### src/rtl/cse_pkg.sv
// Shared types, constants and arithmetic helpers for the cubic spline evaluator.
`default_nettype none
package cse_pkg;
    localparam int MAX_KNOTS_DEF = 64;
    localparam int FRAC_BITS_DEF = 16;
    localparam int KCW           = 7;
    localparam int IDXW          = 6;

    localparam logic [1:0] OP_KNOT  = 2'd0;
    localparam logic [1:0] OP_COEFF = 2'd1;
    localparam logic [1:0] OP_EVAL  = 2'd2;

    localparam logic [0:0] REG_KNOT_COUNT = 1'b0;

    // One classified item passed from the front part to the back part.
    typedef struct packed {
        logic [1:0]        opcode;
        logic [IDXW-1:0]   entry_index;
        logic [1:0]        coeff_column;
        logic signed [31:0] data_value;
        logic [2:0]        deriv_order;
    } item_t;

    // Saturate a 34-bit sum to 32 bits signed.
    function automatic logic signed [31:0] sat34(input logic signed [33:0] v);
        logic signed [33:0] hi;
        logic signed [33:0] lo;
        hi = 34'sh0_7FFF_FFFF;
        lo = -34'sh0_8000_0000;
        if (v > hi) return 32'sh7FFF_FFFF;
        else if (v < lo) return 32'sh8000_0000;
        else return v[31:0];
    endfunction

    // Divide by two, round to nearest, ties away from zero.
    function automatic logic signed [31:0] div2r(input logic signed [31:0] v);
        logic signed [32:0] w;
        logic [32:0] m;
        w = {v[31], v};
        if (!v[31]) return 32'((w + 33'sd1) >>> 1);
        m = 33'(-w);
        m = (m + 33'd1) >> 1;
        return 32'(-$signed(m));
    endfunction

    // Divide by six, round to nearest, ties away from zero (reciprocal multiply).
    // The constant is 2^36 / 6 rounded up, exact for magnitudes below 2^35.
    function automatic logic signed [31:0] div6r(input logic signed [31:0] v);
        logic [32:0] m;
        logic [32:0] q;
        logic [67:0] p;
        m = v[31] ? 33'(-$signed({v[31], v})) : {1'b0, v};
        m = m + 33'd3;
        p = 68'(m) * 68'h2_AAAA_AAAB;
        q = 33'(p >> 36);
        return v[31] ? 32'(-$signed(q)) : q[31:0];
    endfunction
endpackage
`default_nettype wire

### src/rtl/cse_queue.sv
// Short two-entry queue between the front and back parts.
`default_nettype none
module cse_queue
    import cse_pkg::*;
(
    input  wire logic  clk,
    input  wire logic  rst_n,
    input  wire logic  wr_valid,
    output logic       wr_ready,
    input  wire item_t wr_item,
    output logic       rd_valid,
    input  wire logic  rd_ready,
    output item_t      rd_item
);
    item_t     mem_reg [2];
    logic      wptr_reg, wptr_next, rptr_reg, rptr_next;
    logic [1:0] cnt_reg, cnt_next;
    logic      push, pop;

    assign wr_ready = (cnt_reg != 2'd2);
    assign rd_valid = (cnt_reg != 2'd0);
    assign rd_item  = mem_reg[rptr_reg];
    assign push = wr_valid && wr_ready;
    assign pop  = rd_valid && rd_ready;

    // Pointer and fill count update.
    always_comb
    begin
        wptr_next = push ? ~wptr_reg : wptr_reg;
        rptr_next = pop ? ~rptr_reg : rptr_reg;
        cnt_next  = cnt_reg + {1'b0, push} - {1'b0, pop};
    end

    always_ff @(posedge clk or negedge rst_n)
    begin
        if (!rst_n)
        begin
            wptr_reg <= 1'b0;
            rptr_reg <= 1'b0;
            cnt_reg  <= 2'd0;
        end
        else
        begin
            wptr_reg <= wptr_next;
            rptr_reg <= rptr_next;
            cnt_reg  <= cnt_next;
        end
    end

    // Payload storage.
    always_ff @(posedge clk)
    begin
        if (push)
            mem_reg[wptr_reg] <= wr_item;
    end
endmodule
`default_nettype wire

### config.mk
export PLATFORM = sky130hd
export DESIGN_NAME = cse_queue
export DESIGN_NICKNAME = d
export VERILOG_FILES = /design/src/rtl/cse_pkg.sv /design/src/rtl/cse_queue.sv
export SDC_FILE = /design/constraint.sdc
export NUM_CORES = 1
export LEC_CHECK = 0
export ABC_AREA = 1
export CAP_MARGIN = 20
export CORE_UTILIZATION = 25
export CTS_BUF_LIST = sky130_fd_sc_hd__clkbuf_8
export DETAILED_ROUTE_END_ITERATION = 12
export DONT_BUFFER_PORTS = 1
export PLACE_DENSITY = 0.46
export SYNTH_ARGS = -nofsm -noshare
export SYNTH_HDL_FRONTEND = slang
export SYNTH_SLANG_ARGS = --single-unit
### constraint.sdc
create_clock -name clk -period 3.98 [get_ports clk]
set_input_delay 0.796 -clock clk [delete_from_list [all_inputs] [get_ports clk]]
set_output_delay 0.796 -clock clk [all_outputs]
set_load 0.02 [all_outputs]
Word level (Yosys, flattened, before mapping)
Memories as Yosys holds them, arrays and structs flattened.
Index checks and enable logic that the tools add are counted.

cells by class
  add/subtract/negate cells = 2
  equality and inequality tests = 1
  muxes and demuxes = 2
  reductions and logical operators = 3
  bitwise operators = 2

operators by type and width
  operator                                       number
  2-bit by 1-bit adder with 2-bit output         1
  1-bit logical AND                              2
  1-bit two-way mux                              2
  2-bit inequality test (second input constant)  1
  1-bit inverter                                 2
  2-bit nonzero test                             1
  2-bit by 1-bit subtractor with 2-bit output    1

storage, ports and cells
  RAM bits = 90
  memories kept = 1
  output and inout bits = 47
  flip-flop bits (word level) = 4

memories
  memory   words  bits a word  rd ports  clocked after memory_dff  wr ports  line             source
  mem_reg  2      45           1         0                         1         cse_queue.sv:15  item_t mem_reg [2];

Depth between registers and ports, before layout
  depth in word-level cells = 4
  gate-level depth with buffers = 10
  depth with buffers taken out = 10

Worst setup path before layout
OpenSTA, ideal clock, no wires.

  path kind = input-to-reg
  start point = in wr_valid
  end point = mem mem_reg[1][0] (netlist bit), enable pin
  setup time = 448 ps
  slack = 752 ps
  data arrival time = 2781 ps
  cell stages on the path = 2
  data required time = 3532 ps
  path through = nand2_1 > nor2_1

on the way
  word-level cells in the longest chain between the ends = 3

RTL lines
  element                                  line             source
  start: declaration                       cse_queue.sv:8   input wire logic wr_valid,
  1-bit logical AND                        cse_queue.sv:23  assign push = wr_valid && wr_ready;
  1-bit two-way mux                        cse_queue.sv:53  if (push)
  1-bit two-way mux (not written as such)  cse_queue.sv:54  mem_reg[wptr_reg] <= wr_item;
  end: declaration                         cse_queue.sv:15

Every way passes these cells.

==> impl_metrics.json <==
{
  "yosysSeqAreaShare_pct": 78.90,
  "cts_sinks": 94,
  "p_per_area_nw_per_um2": 774.0,
  "synth_top_area_share_pct": 76.08,
  "fmax_ghz": 0.3897,
  "ctsHoldBuffers": 0,
  "cts_htree_levels": 3,
  "drtAntennaViolNets": 0,
  "dpl.hpwl_um": 3965,
  "r2r_slack_ns": 1.84,
  "vdd_drop_max_mv": 0.3518,
  "max_cap_violations": 0,
  "cts.repair.resized": 0,
  "cp_num_cells": 3,
  "die_h_um": 121.2,
  "hold_viol": 0,
  "numPortBuffers": 0,
  "leakagePower_nw": 1.501,
  "cts.clk_slew.worst_paths_ns": 0.09,
  "synth.area.mux_share_pct": 0,
  "synth_area_um2": 3552,
  "clk_latency_ns": 0.37,
  "synth_cell_type_count": 12,
  "synthSimpleGateAreaFrac_pct": 16.17,
  "r2r_end": "mem_reg[1][0]",
  "critPathTopFamily": "buffers and inverters",
  "numCtsBuffers": 9,
  "firstDrtPassIters": 6,
  "clock_path_buffers": 2,
  "endpoint": "rd_item[23]",
  "startpoint_type": "flop",
  "die_w_um": 121.2,
  "dieArea_um2": 14690,
  "critPathBufInv": 1,
  "synth_fa_ha_area_share_pct": 0.7045,
  "synth_area_per_cell_um2": 13.35,
  "drive_above_1_share_pct": 8.333,
  "fin_setup_tns_ns": 0,
  "period_minus_slack_ns": 2.566,
  "largest_reg_flops": 90,
  "dp_cells": 440,
  "syn_inst": 266,
  "routedWlPerCell_um": 14.12,
  "reg2reg_from": "cnt_reg[1]",
  "synth-xor-area-share_pct": 0,
  "crit_top_cell": "nand2_1",
  "synth_warnings": 0,
  "fill_cells": 1436,
  "status": "finished clean",
  "finalSetupViolations": 0,
  "clock-root-buffer": "clkbuf_8",
  "final_cell_mix": "nand2_1 (148), edfxtp_1 (90), clkbuf_8 (9)",
  "slowest_stage": "inv_2",
  "required_ns": 3.18,
  "final_nets": 322,
  "drt_iter0_drc": 101,
  "setup_slack_ns": 1.414,
  "holdWs_ns": 0.1028,
  "initial_core_util_pct": 25.59,
  "routed_wl_um": 6440,
  "worst-path-max-fanout": 46,
  "grt_antenna_before_repair": 0,
  "hold_path.class": "in -> async",
  "synth_top_family_by_area": "simple AND/OR/NAND/NOR gates",
  "grt_pass1_vias": 1730,
  "synth_nets": 317,
  "drv_slew": 0,
  "startpoint": "rptr_reg",
  "cts_tree": "built",
  "ys_seq_elements": 94,
  "io_pins": 96,
  "layout_commonest_cell": "nand2_1",
  "diodes": 0,
  "overflow": 0,
  "cp.arrival_ns": 1.77,
  "cts_setup_buffers": 0,
  "fin_cells": 456,
  "area_delta_synth_final_pct": 10.11,
  "num_vias": 1774,
  "worst_slew_pin_slew_ns": 0.8467,
  "rsz0062_at_grt": "false",
  "viasPerCell": 3.890,
  "grt_use_total_pct": 9.188,
  "synth_compound_area_share_pct": 0,
  "place_ws_ns": 1.627,
  "drc": 0,
  "rows": 43,
  "grt_max_degree": 47,
  "fin_worst_skew_ns": 0.01071,
  "cp-end-kind": "output port",
  "timing.final.crit_share_pct": 64.47,
  "critical_path_class": "reg -> out",
  "reg2reg_depth": 4,
  "critPathMaxStageDelay_ns": 0.62,
  "place.gp.congestion": 0.6877,
  "cp_cell_sequence": "inv_2 -> nand2_1 -> nand2_1",
  "netlist_top_cells_area": "edfxtp_1 (76%), nand2_1 (16%), dfrtp_1 (2.8%), buf_12 (2.3%), inv_1 (0.85%)",
  "coreArea_um2": 13880,
  "slew_headroom_pct": 43.47,
  "synth_top_cell_by_area": "edfxtp_1",
  "grt_pass1_wl_um": 9522
}
## how the worst min path moves through the flow
| stage | from | endpoint | cells after the start |
|---|---|---|---|
| after detailed placement | wptr_reg | wptr_reg | 2 |
| after floorplan | wptr_reg | wptr_reg | 2 |
| after global routing | rst_n | rptr_reg | 0 |
| final | rst_n | rptr_reg | 0 |
| after global placement | wptr_reg | wptr_reg | 2 |
| after CTS | rst_n | rptr_reg | 0 |
## synthesized netlist by cell type
library cell	number
nand3_1	3
buf_2	3
nor2_1	1
clkbuf_8	1
edfxtp_1	90
inv_2	1
nand2_1	148
dfrtp_1	4
inv_1	8
buf_12	4
buf_4	1
ha_1	2
## cells by family after synthesis
family                     count (synthesis)
DFF                                       94
buffers and inverters                     18
adders and majority gates                  2
and+or+nand+nor                          152
## per-layer routing
metal	global-route usage, %	share of wire [%]	up-vias	wire [µm]
met1	9.909	40	804	2544
li1	-	-	893	-
met5	0	0	-	0
met2	14.04	47	63	3044
met3	5.498	11	14	710
met4	4.861	2.2	0	140
## metrics by stage
stage | total power [W] | cell area, µm² | utilization (%)
floorplan | 0.002317 | 3552 | -
global placement | 0.002423 | 3685 | 26.55
detailed placement | 0.002446 | 3705 | 26.69
CTS | 0.003108 | 3911 | 28.18
global route | 0.003232 | 3911 | 28.18
finish | 0.003027 | 3911 | 28.18
## power breakdown
part	total [W]	switching [W]	internal, W
clock	0.000647	0.000348	0.000299
sequential	0.00140	0.0000491	0.00135
combinational	0.000982	0.000820	0.000163
## final cells by class
cell class                 count  area, µm²  area share, %
multi-input combinational    154      606.8          15.52
timing repair buffer           3      35.03         0.8957
inverter                       9      33.78         0.8637
sequential                    94       2804          71.69
tap                          180      225.2          5.758
clock inverter                 7      82.58          2.111
clock buffer                   9      123.9          3.167
Note: power is estimated with default switching activity, not from simulation.
